### config.mk
export PLATFORM = sky130hd
export DESIGN_NAME = pulse_channel_control
export DESIGN_NICKNAME = d
export VERILOG_FILES = /design/src/pcc_pkg.sv /design/src/pulse_channel_control.sv /design/src/pcc_in_reg.sv /design/src/pcc_update.sv /design/src/pcc_result.sv
export SDC_FILE = /design/constraint.sdc
export NUM_CORES = 1
export LEC_CHECK = 0
export BUFFER_PORTS_ARGS = -buffer_cell sky130_fd_sc_hd__buf_2
export CAP_MARGIN = 20
export CORE_MARGIN = 5
export CORE_UTILIZATION = 65
export DETAILED_ROUTE_END_ITERATION = 7
export PLACE_DENSITY_LB_ADDON = 0.12
export RECOVER_POWER = 50
export SLEW_MARGIN = 20
export SYNTH_ARGS = -nofsm -noshare
export SYNTH_HDL_FRONTEND = slang
export SYNTH_SLANG_ARGS = --single-unit
### constraint.sdc
create_clock -name clk -period 6.9 [get_ports clk]
set_input_delay 0.69 -clock clk [delete_from_list [all_inputs] [get_ports clk]]
set_output_delay 0.69 -clock clk [all_outputs]
set_load 0.02 [all_outputs]
### src/pcc_pkg.sv
// ----------------------------------------------------------------------------
// pcc_pkg
// Shared types, codes and constants of the pulse channel control block.
// ----------------------------------------------------------------------------
package pcc_pkg;

  typedef enum logic [1:0] {
    OP_REG_WRITE    = 2'd0,
    OP_QUARTER_TICK = 2'd1,
    OP_HALF_TICK    = 2'd2,
    OP_ENABLE_WRITE = 2'd3
  } op_t;

  localparam logic [1:0] REG_CTRL      = 2'd0;
  localparam logic [1:0] REG_SWEEP     = 2'd1;
  localparam logic [1:0] REG_PERIOD_LO = 2'd2;
  localparam logic [1:0] REG_PERIOD_HI = 2'd3;

  localparam logic [11:0] PERIOD_MIN = 12'd8;
  localparam logic [11:0] PERIOD_MAX = 12'h7ff;
  localparam logic [3:0]  ENV_MAX    = 4'd15;

  localparam logic [7:0] LEN_TABLE [32] = '{
    8'd10,  8'd254, 8'd20, 8'd2,  8'd40, 8'd4,  8'd80, 8'd6,
    8'd160, 8'd8,   8'd60, 8'd10, 8'd14, 8'd12, 8'd26, 8'd14,
    8'd12,  8'd16,  8'd24, 8'd18, 8'd48, 8'd20, 8'd96, 8'd22,
    8'd192, 8'd24,  8'd72, 8'd26, 8'd16, 8'd28, 8'd32, 8'd30
  };

  typedef struct packed {
    logic [1:0] operation;
    logic [1:0] reg_index;
    logic [7:0] write_value;
  } item_t;

  typedef struct packed {
    logic [3:0][7:0] regs;
    logic            enabled;
    logic            env_restart;
    logic [3:0]      env_div;
    logic [3:0]      env_level;
    logic            sweep_reload;
    logic [2:0]      sweep_div;
    logic [11:0]     period;
    logic [7:0]      length;
  } chan_state_t;

endpackage

### src/pulse_channel_control.sv
// ----------------------------------------------------------------------------
// pulse_channel_control
// Control logic of one pulse channel: registers, envelope, sweep, length.
// ----------------------------------------------------------------------------
// Usage:
//   Input channel (in_valid/in_ready) carries one item: a register write,
//   a quarter-frame tick, a half-frame tick or an enable write.
//   Output channel (out_valid/out_ready) returns one result item per input
//   item: timer period, duty, volume, mute flag and length status.
//   cfg_valid/cfg_ready writes negate_extra_one; cfg_ready is always high.
//   Write it only while no item is in flight.
// Timing:
//   An item waits in the input register until the update fires; its result
//   is then written into the output register. One item is accepted per cycle
//   while out_ready does not hold the result; the state update is a single pass
//   of logic between the input and result registers.
// Reset / stall:
//   Synchronous reset clears all channel state and both valid flags.
//   While out_ready is low, the result holds and one more item can wait in
//   the input register; in_ready drops only when both are full.
// ----------------------------------------------------------------------------
module pulse_channel_control (
  input  logic        clk,
  input  logic        rst_n,
  input  logic        cfg_valid,
  output logic        cfg_ready,
  input  logic        cfg_negate_extra_one,
  input  logic        in_valid,
  output logic        in_ready,
  input  logic [1:0]  in_operation,
  input  logic [1:0]  in_reg_index,
  input  logic [7:0]  in_write_value,
  output logic        out_valid,
  input  logic        out_ready,
  output logic [11:0] out_timer_period,
  output logic [1:0]  out_duty_select,
  output logic [3:0]  out_volume,
  output logic        out_muted,
  output logic        out_length_active
);

  logic                 negate_extra_one_r;
  logic                 advance;
  logic                 item_valid;
  logic                 fire;
  pcc_pkg::item_t       in_item;
  pcc_pkg::item_t       item;
  pcc_pkg::chan_state_t state_nxt;

  assign cfg_ready = 1'b1;

  always_ff @(posedge clk) begin
    if (!rst_n) begin
      negate_extra_one_r <= 1'b0;
    end else if (cfg_valid && cfg_ready) begin
      negate_extra_one_r <= cfg_negate_extra_one;
    end
  end

  assign in_item.operation   = in_operation;
  assign in_item.reg_index   = in_reg_index;
  assign in_item.write_value = in_write_value;

  assign advance = !out_valid || out_ready;
  assign fire    = item_valid && advance;

  pcc_in_reg u_in_reg (
    .clk      (clk),
    .rst_n    (rst_n),
    .in_valid (in_valid),
    .in_ready (in_ready),
    .in_item  (in_item),
    .advance  (advance),
    .valid    (item_valid),
    .item     (item)
  );

  pcc_update u_update (
    .clk              (clk),
    .rst_n            (rst_n),
    .fire             (fire),
    .item             (item),
    .negate_extra_one (negate_extra_one_r),
    .state_nxt        (state_nxt)
  );

  pcc_result u_result (
    .clk               (clk),
    .rst_n             (rst_n),
    .fire              (fire),
    .state_nxt         (state_nxt),
    .out_ready         (out_ready),
    .out_valid         (out_valid),
    .out_timer_period  (out_timer_period),
    .out_duty_select   (out_duty_select),
    .out_volume        (out_volume),
    .out_muted         (out_muted),
    .out_length_active (out_length_active)
  );

`ifndef SYNTHESIS
  a_muted_silent : assert property (@(posedge clk) disable iff (!rst_n)
    out_valid && out_muted |-> out_volume == 4'd0)
    else $error("muted result with nonzero volume");

  a_no_length_muted : assert property (@(posedge clk) disable iff (!rst_n)
    out_valid && !out_length_active |-> out_muted)
    else $error("zero length count not muted");

  a_audible_period : assert property (@(posedge clk) disable iff (!rst_n)
    out_valid && !out_muted |-> out_timer_period >= 12'd8 && out_timer_period <= 12'h7ff)
    else $error("audible result with period out of range");

  a_stall_backpressure : assert property (@(posedge clk) disable iff (!rst_n)
    item_valid && out_valid && !out_ready |-> !in_ready)
    else $error("input accepted while both stages are full");
`endif

endmodule

### src/pcc_in_reg.sv
// ----------------------------------------------------------------------------
// pcc_in_reg
// Input register: holds one accepted item until the update stage takes it.
// ----------------------------------------------------------------------------
module pcc_in_reg (
  input  logic              clk,
  input  logic              rst_n,
  input  logic              in_valid,
  output logic              in_ready,
  input  pcc_pkg::item_t    in_item,
  input  logic              advance,
  output logic              valid,
  output pcc_pkg::item_t    item
);

  logic           valid_r;
  pcc_pkg::item_t item_r;

  assign in_ready = !valid_r || advance;
  assign valid    = valid_r;
  assign item     = item_r;

  always_ff @(posedge clk) begin
    if (!rst_n) begin
      valid_r <= 1'b0;
    end else if (in_ready) begin
      valid_r <= in_valid;
    end
  end

  always_ff @(posedge clk) begin
    if (in_valid && in_ready) begin
      item_r <= in_item;
    end
  end

endmodule

### src/pcc_update.sv
// ----------------------------------------------------------------------------
// pcc_update
// Channel state registers and the single-pass update for one item.
// ----------------------------------------------------------------------------
module pcc_update (
  input  logic                  clk,
  input  logic                  rst_n,
  input  logic                  fire,
  input  pcc_pkg::item_t        item,
  input  logic                  negate_extra_one,
  output pcc_pkg::chan_state_t  state_nxt
);

  pcc_pkg::chan_state_t state_r;

  logic [3:0]  env_div_clk;
  logic [3:0]  env_level_clk;
  logic [2:0]  shift;
  logic [11:0] delta;
  logic        sweep_go;
  logic [11:0] swept;

  // Envelope clock, shared by both tick kinds
  always_comb begin
    env_div_clk   = state_r.env_div;
    env_level_clk = state_r.env_level;
    if (state_r.env_restart) begin
      env_div_clk   = state_r.regs[pcc_pkg::REG_CTRL][3:0];
      env_level_clk = pcc_pkg::ENV_MAX;
    end else if (state_r.env_div == 4'd0) begin
      env_div_clk = state_r.regs[pcc_pkg::REG_CTRL][3:0];
      if (state_r.env_level != 4'd0) begin
        env_level_clk = state_r.env_level - 4'd1;
      end else if (state_r.regs[pcc_pkg::REG_CTRL][5]) begin
        env_level_clk = pcc_pkg::ENV_MAX;
      end
    end else begin
      env_div_clk = state_r.env_div - 4'd1;
    end
  end

  // Sweep period adjust
  always_comb begin
    shift    = state_r.regs[pcc_pkg::REG_SWEEP][2:0];
    delta    = state_r.period >> shift;
    sweep_go = (state_r.sweep_div == 3'd0) && state_r.regs[pcc_pkg::REG_SWEEP][7] &&
               (shift != 3'd0) && (state_r.period >= pcc_pkg::PERIOD_MIN) &&
               (state_r.period <= pcc_pkg::PERIOD_MAX);
    if (state_r.regs[pcc_pkg::REG_SWEEP][3]) begin
      swept = state_r.period - delta - {11'd0, negate_extra_one};
    end else begin
      swept = state_r.period + delta;
    end
  end

  always_comb begin
    state_nxt = state_r;
    case (pcc_pkg::op_t'(item.operation))
      pcc_pkg::OP_REG_WRITE: begin
        state_nxt.regs[item.reg_index] = item.write_value;
        case (item.reg_index)
          pcc_pkg::REG_SWEEP: begin
            state_nxt.sweep_reload = 1'b1;
          end
          pcc_pkg::REG_PERIOD_LO: begin
            state_nxt.period = {1'b0, state_r.regs[pcc_pkg::REG_PERIOD_HI][2:0],
                                item.write_value};
          end
          pcc_pkg::REG_PERIOD_HI: begin
            state_nxt.period      = {1'b0, item.write_value[2:0],
                                     state_r.regs[pcc_pkg::REG_PERIOD_LO]};
            state_nxt.env_restart = 1'b1;
            if (state_r.enabled) begin
              state_nxt.length = pcc_pkg::LEN_TABLE[item.write_value[7:3]];
            end
          end
          default: begin
          end
        endcase
      end
      pcc_pkg::OP_QUARTER_TICK: begin
        state_nxt.env_restart = 1'b0;
        state_nxt.env_div     = env_div_clk;
        state_nxt.env_level   = env_level_clk;
      end
      pcc_pkg::OP_HALF_TICK: begin
        if (!state_r.regs[pcc_pkg::REG_CTRL][5] && state_r.length != 8'd0) begin
          state_nxt.length = state_r.length - 8'd1;
        end
        if (sweep_go) begin
          state_nxt.period = swept;
        end
        if (state_r.sweep_reload || state_r.sweep_div == 3'd0) begin
          state_nxt.sweep_reload = 1'b0;
          state_nxt.sweep_div    = state_r.regs[pcc_pkg::REG_SWEEP][6:4];
        end else begin
          state_nxt.sweep_div = state_r.sweep_div - 3'd1;
        end
        state_nxt.env_restart = 1'b0;
        state_nxt.env_div     = env_div_clk;
        state_nxt.env_level   = env_level_clk;
      end
      pcc_pkg::OP_ENABLE_WRITE: begin
        state_nxt.enabled = item.write_value[0];
        if (!item.write_value[0]) begin
          state_nxt.length = 8'd0;
        end
      end
      default: begin
      end
    endcase
  end

  always_ff @(posedge clk) begin
    if (!rst_n) begin
      state_r <= '0;
    end else if (fire) begin
      state_r <= state_nxt;
    end
  end

endmodule

### src/pcc_result.sv
// ----------------------------------------------------------------------------
// pcc_result
// Mute and volume decode of the updated state, and the result register.
// ----------------------------------------------------------------------------
module pcc_result (
  input  logic                  clk,
  input  logic                  rst_n,
  input  logic                  fire,
  input  pcc_pkg::chan_state_t  state_nxt,
  input  logic                  out_ready,
  output logic                  out_valid,
  output logic [11:0]           out_timer_period,
  output logic [1:0]            out_duty_select,
  output logic [3:0]            out_volume,
  output logic                  out_muted,
  output logic                  out_length_active
);

  logic        valid_r;
  logic [11:0] period_r;
  logic [1:0]  duty_r;
  logic [3:0]  volume_r;
  logic        muted_r;
  logic        active_r;

  logic        muted_nxt;
  logic [3:0]  volume_nxt;

  always_comb begin
    muted_nxt = !state_nxt.enabled || (state_nxt.length == 8'd0) ||
                (state_nxt.period < pcc_pkg::PERIOD_MIN) ||
                (state_nxt.period > pcc_pkg::PERIOD_MAX);
    if (muted_nxt) begin
      volume_nxt = 4'd0;
    end else if (state_nxt.regs[pcc_pkg::REG_CTRL][4]) begin
      volume_nxt = state_nxt.regs[pcc_pkg::REG_CTRL][3:0];
    end else begin
      volume_nxt = state_nxt.env_level;
    end
  end

  always_ff @(posedge clk) begin
    if (!rst_n) begin
      valid_r <= 1'b0;
    end else if (fire) begin
      valid_r <= 1'b1;
    end else if (out_ready) begin
      valid_r <= 1'b0;
    end
  end

  always_ff @(posedge clk) begin
    if (fire) begin
      period_r <= state_nxt.period;
      duty_r   <= state_nxt.regs[pcc_pkg::REG_CTRL][7:6];
      volume_r <= volume_nxt;
      muted_r  <= muted_nxt;
      active_r <= (state_nxt.length != 8'd0);
    end
  end

  assign out_valid         = valid_r;
  assign out_timer_period  = period_r;
  assign out_duty_select   = duty_r;
  assign out_volume        = volume_r;
  assign out_muted         = muted_r;
  assign out_length_active = active_r;

endmodule
Word level (Yosys, flattened, before mapping)
Memories as Yosys holds them, arrays and structs flattened.
Index checks and enable logic that the tools add are counted.
{"block": "op_classes", "n_addsub": 7, "n_lt_le_gt_ge": 7, "eq_ne": 9, "shifts": 1, "n_mux": 32, "n_bitwise": 1, "reduce_logical": 35}
{"operator": "$mux W8", "count": 8}
{"operator": "$pmux W12 S2", "count": 2}
{"operator": "$bwmux W32", "count": 1}
{"operator": "$mux W4", "count": 8}
{"operator": "$mux W12", "count": 2}
{"operator": "$pmux W8 S3", "count": 1}
{"operator": "$demux W8 S2", "count": 1}
{"operator": "$reduce_bool A8 Y1", "count": 2}
{"operator": "$add A12 B12 Y12", "count": 1}
{"operator": "$ge A12 B4 Y1 const B", "count": 1}
{"operator": "$gt A12 B11 Y1 const B", "count": 1}
{"operator": "$le A12 B11 Y1 const B", "count": 1}
{"operator": "$lt A12 B4 Y1 const B", "count": 1}
{"operator": "$shr A12 B3 Y12", "count": 1}
{"operator": "$sub A12 B1 Y12", "count": 1}
{"operator": "$sub A12 B12 Y12", "count": 1}
{"operator": "$eq A2 B2 Y1 const B", "count": 4}
{"operator": "$logic_and A1 B1 Y1", "count": 8}
{"operator": "$logic_not A8 Y1", "count": 1}
{"operator": "$sub A4 B1 Y4 const B", "count": 2}
{"operator": "$sub A8 B1 Y8 const B", "count": 1}
{"operator": "$ge A6 B6 Y1 const B", "count": 1}
{"operator": "$logic_or A1 B1 Y1", "count": 6}
{"operator": "$mux W1", "count": 6}
{"operator": "other kinds (20)", "count": 30}
{"block": "word_totals", "register_bits": 101, "romBits": 256, "output_inout_bits": 23, "elab_cells": 117, "mem_count": 1}
{"name": "(no name shown)", "depth": 32, "width": 8, "read_ports": 1, "rd_clocked_by_memory_dff": 0, "wr": 0, "line": "pcc_update.sv:74", "rtl": "state_nxt.length = pcc_pkg::LEN_TABLE[item.write_value[7:3]];"}

Longest topological paths before layout
{"block": "logic_depth", "ltp_word": 11, "mapped_depth": 19}

By module
Synthesis repeated with hierarchy kept, for this count alone.
{"block": "unflattened", "hier_cells": 852, "area_unflattened_um2": 7239.4}
{"module": "pcc_update", "n_inst": 1, "cells_each": 787, "area_each_um2": 5988.2}
{"module": "pcc_result", "n_inst": 1, "cells_each": 41, "area_each_um2": 763.2}
{"module": "pcc_in_reg", "n_inst": 1, "cells_each": 17, "area_each_um2": 417.9}
{"module": "pulse_channel_control", "n_inst": 1, "cells_each": 7, "area_each_um2": 70.1}

Worst setup path before layout
Ideal clock, no wire load.
{"block": "synth_path", "path_type": "reg2reg", "from": "reg u_update.state_r (netlist bit u_update.shift[1])", "to": "reg u_result.muted_r (netlist: u_result.out_muted) (data pin)", "setup_time_ns": 0.259, "arrival_ns": 4.056, "t_required_ns": 6.641, "slack_ns": 2.585, "path_stages_with_launch": 17, "path_buffers": 2, "synth_period_minus_slack_ns": 4.315, "cell_sequence": "dfxtp_1 -> clkbuf_1 -> clkbuf_1 -> mux2i_1 -> a21oi_1 -> mux2_2 -> ha_1 -> inv_1 -> ha_1 -> nand3_1 -> a311oi_1 -> o311ai_0 -> a31oi_1 -> xnor2_1 -> a221oi_1 -> nand3_1 -> or2_1"}
{"block": "synth_via", "elab_chain_len": 9, "word_cells_on_any_way": 15}
{"item": "from (decl)", "line": "pcc_update.sv:14", "rtl": "pcc_pkg::chan_state_t state_r;"}
{"item": "from (signal assigned)", "line": "pcc_update.sv:118", "rtl": "state_r <= state_nxt;"}
{"item": "$shr A12 B3 Y12 or $reduce_bool A3 Y1 (tied branches)", "line": "pcc_update.sv:45, pcc_update.sv:47"}
{"item": "$sub A12 B12 Y12 or $logic_and A1 B1 Y1 (tied branches)", "line": "pcc_update.sv:50, pcc_update.sv:46"}
{"item": "$sub A12 B1 Y12 or $logic_and A1 B1 Y1 (tied branches)", "line": "pcc_update.sv:50, pcc_update.sv:47"}
{"item": "$mux W12 or $logic_and A1 B1 Y1 (tied branches)", "line": "pcc_update.sv:49, pcc_update.sv:47"}
{"item": "$mux W12 *", "line": "pcc_update.sv:90", "rtl": "if (sweep_go) begin"}
{"item": "$pmux W12 S2 *", "line": "pcc_update.sv:58", "rtl": "case (pcc_pkg::op_t'(item.operation))"}
{"item": "$lt A12 B4 Y1", "line": "pcc_result.sv:31", "rtl": "(state_nxt.period < pcc_pkg::PERIOD_MIN) ||"}
{"item": "$logic_or A1 B1 Y1", "line": "pcc_result.sv:30", "rtl": "muted_nxt = !state_nxt.enabled || (state_nxt.length == 8'd0) ||"}
{"item": "$logic_or A1 B1 Y1 *", "line": "pcc_result.sv:31"}
{"item": "named net u_result.muted_nxt", "line": "pcc_result.sv:26", "rtl": "logic muted_nxt;"}
{"item": "to (signal assigned)", "line": "pcc_result.sv:57", "rtl": "muted_r <= muted_nxt;"}
{"item": "to (decl)", "line": "pcc_result.sv:23", "rtl": "logic muted_r;"}
Mark *: on every way through the listed nets, which the timed path passes. The rest lies on a longest branch.
A chain may end at the register's enable or synchronous reset.

Final worst setup path
Ends and elaborated chain as after synthesis.

==> flow_summary.toml <==
[run_status]
status = "finished with violations"
violations = "max-capacitance violations, max-slew violations"

[clock_tree]
clockBufferDepth = 2
cts_resized = 0
root_buffer = "clkbuf_8"
numClockSinks = 96
cts_buffers = 9
cts_hold_buf = 0
post_cts_buffers = 0
clk_latency_ps = 370
tritoncts = "built"
htree_levels = 3
clkSlewWorstSetupHoldPaths_ps = 100

[yosys]
synth_edf_count = 32
synthCells = 809
yosysSeqAreaShare_pct = 33.3
ys.flop_type = "dfxtp_1"
ys.warnings.count = 0
synth-async-reset-ratio_pct = 0
synth_cell_type_count = 76
yosysTopAreaCellShare_pct = 19.0
synthTopCellsByArea = "dfxtp_1 19%, edfxtp_1 14%, ha_1 8.5%"
avgSynthCellArea_um2 = 8.33
syn_nets = 876
synth-seq-cells = 96
syn_area_um2 = 6740
yosysTopAreaCell = "dfxtp_1"

[sta]
fin_ws_ps = 2020
clock_skew_ps = 10.7
relSlewSlack_pct = -7.62
maxSlewViolCount = 65
worst_pin_slew_ps = 1610
min_period_ps = 4880
fin_tns_setup_ps = 0
hold_violations = 0
setup_viol = 0
final.period_utilization_pct = 70.8
grt_setup_unrepaired = "no"
max_freq_mhz = 205

[placement]
place_ws_ps = 2160
hpwlAfterDp_um = 13000
gp_congestion = 1.00
dp_cells = 943
portBuffers = 39
placedInstanceArea_um2 = 6930

[grt]
grt_util_met1_pct = 39.8
antenna_found_initial = 0
use_met2_pct = 45.8
grt_max_degree = 55
top_usage_layer = "met2"
grt_pass1_wl_um = 29600
use_met3_pct = 5.82
track_usage_pct = 28.9
grt_pass1_vias = 5908
grt_overflow_total = 0

[final_layout]
design_area_um2 = 7090
nFillCells = 894
final_cells = 959
final_cell_mix = "93 x nor2_1, 70 x a21oi_1, 68 x nand2_1, 64 x dfxtp_1, 56 x inv_1"
drive_gt1_share_pct = 7.41
diodes = 0
area_delta_synth_final_pct = 5.29
nets = 885
final_common_cell = "nor2_1"

[detailed_routing]
drc_errors = 0
initialDrtViolationCount = 601
post_drt_wl_per_cell_um = 18.7
avgViaCountPerCell = 6.48
dr_total_vias = 6216
drt-pass1-iter-count = 8
routed_wirelength_um = 18000
drt.antenna.violating_nets = 0

[setup_path]
path_cells = "o21ai_0 -> nor2_1 -> a21oi_1 -> nand2_1 -> o31ai_1 -> ha_1 -> inv_1 -> ha_1 -> a21oi_1 -> nand2_1 -> o311ai_0 -> a31oi_1 -> xnor2_1 -> a221oi_1 -> nand3_1 -> or2_1"
cp_max_fo = 22
critPathMaxStageDelay_ps = 880
cpLargestDelayFamily = "compound AO/OA/AOI/OAI gates"
crit_buf_inv = 1
required_ps = 7030
path_class = "reg -> reg"
arrival_ps = 5010
startpoint_type = "flop"
crit_slowest_cell = "dfxtp_1"
endpoint_kind = "flop"

[floorplanning]
die_area_um2 = 12500
die_w_um = 112
die_h_um = 112
num_rows = 37
coreArea_um2 = 10200
initial_utilization_pct = 65.9
ios = 41

[pwr]
p_per_area_nw_per_um2 = 190
leakage_nw = 2.83
ir_worst_vdd_v = 0.000127

[min_path]
worstHoldPathType = "reg -> reg"

[job]
drv_cap = 2
[report_power, final]
group,total [mW],switching [mW],internal (mW)
Sequential,0.641,0.0345,0.606
Clock,0.386,0.213,0.174
Combinational,0.318,0.198,0.120
Total,1.35,0.446,0.900
[metrics by stage]
stage,hold WS [ps],power [mW],utilization [%]
finish,470,1.35,69.3
global route,453,1.41,69.3
CTS,461,1.34,69.7
detailed placement,450,0.963,67.7
global placement,441,0.952,67.7
floorplan,434,0.879,-
[layout make-up]
class,instances,area (µm²),share of cell area (%)
sequential,96,2240,31.6
inverter,57,214,3.02
clock buffer,10,128,1.80
multi-input combinational,612,4080,57.5
timing repair buffer,42,181,2.56
tap,136,170,2.40
clock inverter,6,77.6,1.09
[metal layers]
| layer | vias up | routed length, µm |
|---|---|---|
| met5 | - | 34 |
| met4 | 2 | 326 |
| met3 | 34 | 1590 |
| met2 | 314 | 8320 |
| met1 | 2922 | 7690 |
| li1 | 2944 | - |
[worst register-to-register path, stage by stage (launching register included)]
cell,delay (ps)
dfxtp_1,880
o21ai_0,260
nor2_1,150
a21oi_1,70
nand2_1,90
o31ai_1,130
ha_1,400
inv_1,100
ha_1,390
a21oi_1,280
nand2_1,120
o311ai_0,400
a31oi_1,230
xnor2_1,170
a221oi_1,450
nand3_1,250
or2_1,270
[registers in the layout, indices dropped and copies added, names as in the netlist]
| signal | count |
|---|---|
| u_in_reg.item | 12 |
| negate_extra_one_r | 1 |
| u_in_reg.valid | 1 |
| u_result.out_volume | 4 |
| u_result.out_muted | 1 |
| u_result.out_duty_select | 2 |
| u_result.out_timer_period | 12 |
| u_update.state_r | 58 |
| u_result.out_length_active | 1 |
| u_update.shift | 3 |
| u_result.out_valid | 1 |
[logic make-up after synthesis]
kind of cell	synth area share (%)
AND/OR/NAND/NOR	20.4
AO/OA/AOI/OAI	21.6
buffers and inverters	6.15
flip-flops	33.3
adder cells (fa/ha/maj)	9.43
multiplexers	7.67
XOR/XNOR	1.43
other	0.0557
[worst paths after layout]
check | from | end | slack (ps) | cells past startpoint
worst min-delay path | u_update.state_r[41] | u_update.state_r[41] | 470 | 2
worst max-delay path | u_update.shift[1] | u_result.out_muted | 2020 | 16
worst max register to register | u_update.shift[1] | u_result.out_muted | 2020 | 16
worst min register to register | u_update.state_r[41] | u_update.state_r[41] | 470 | 2
[Yosys cell counts (3+ instances only)]
cell type / instances
or3_1: 6
mux2i_1: 37
and3_1: 4
buf_4: 3
nor2_1: 93
o211ai_1: 10
clkbuf_1: 31
inv_1: 56
o21a_1: 6
o21ai_1: 3
o2111ai_1: 4
ha_1: 46
o221ai_1: 5
fa_1: 3
o21ai_0: 36
nand3b_1: 3
o311ai_0: 6
edfxtp_1: 32
nand3_1: 24
nor3_1: 21
o211a_1: 3
buf_1: 6
nand2_1: 68
a221oi_1: 4
dfxtp_1: 64
xnor2_1: 9
a211oi_1: 22
buf_6: 3
nor2b_1: 12
and2_1: 5
nand2b_1: 17
a22oi_1: 5
a31oi_1: 9
o311a_1: 4
a21oi_1: 70
nor4_1: 7
a21o_1: 5
o31ai_1: 5
nand4_1: 7
mux2_2: 11
Power figures use the tool's default switching activity.
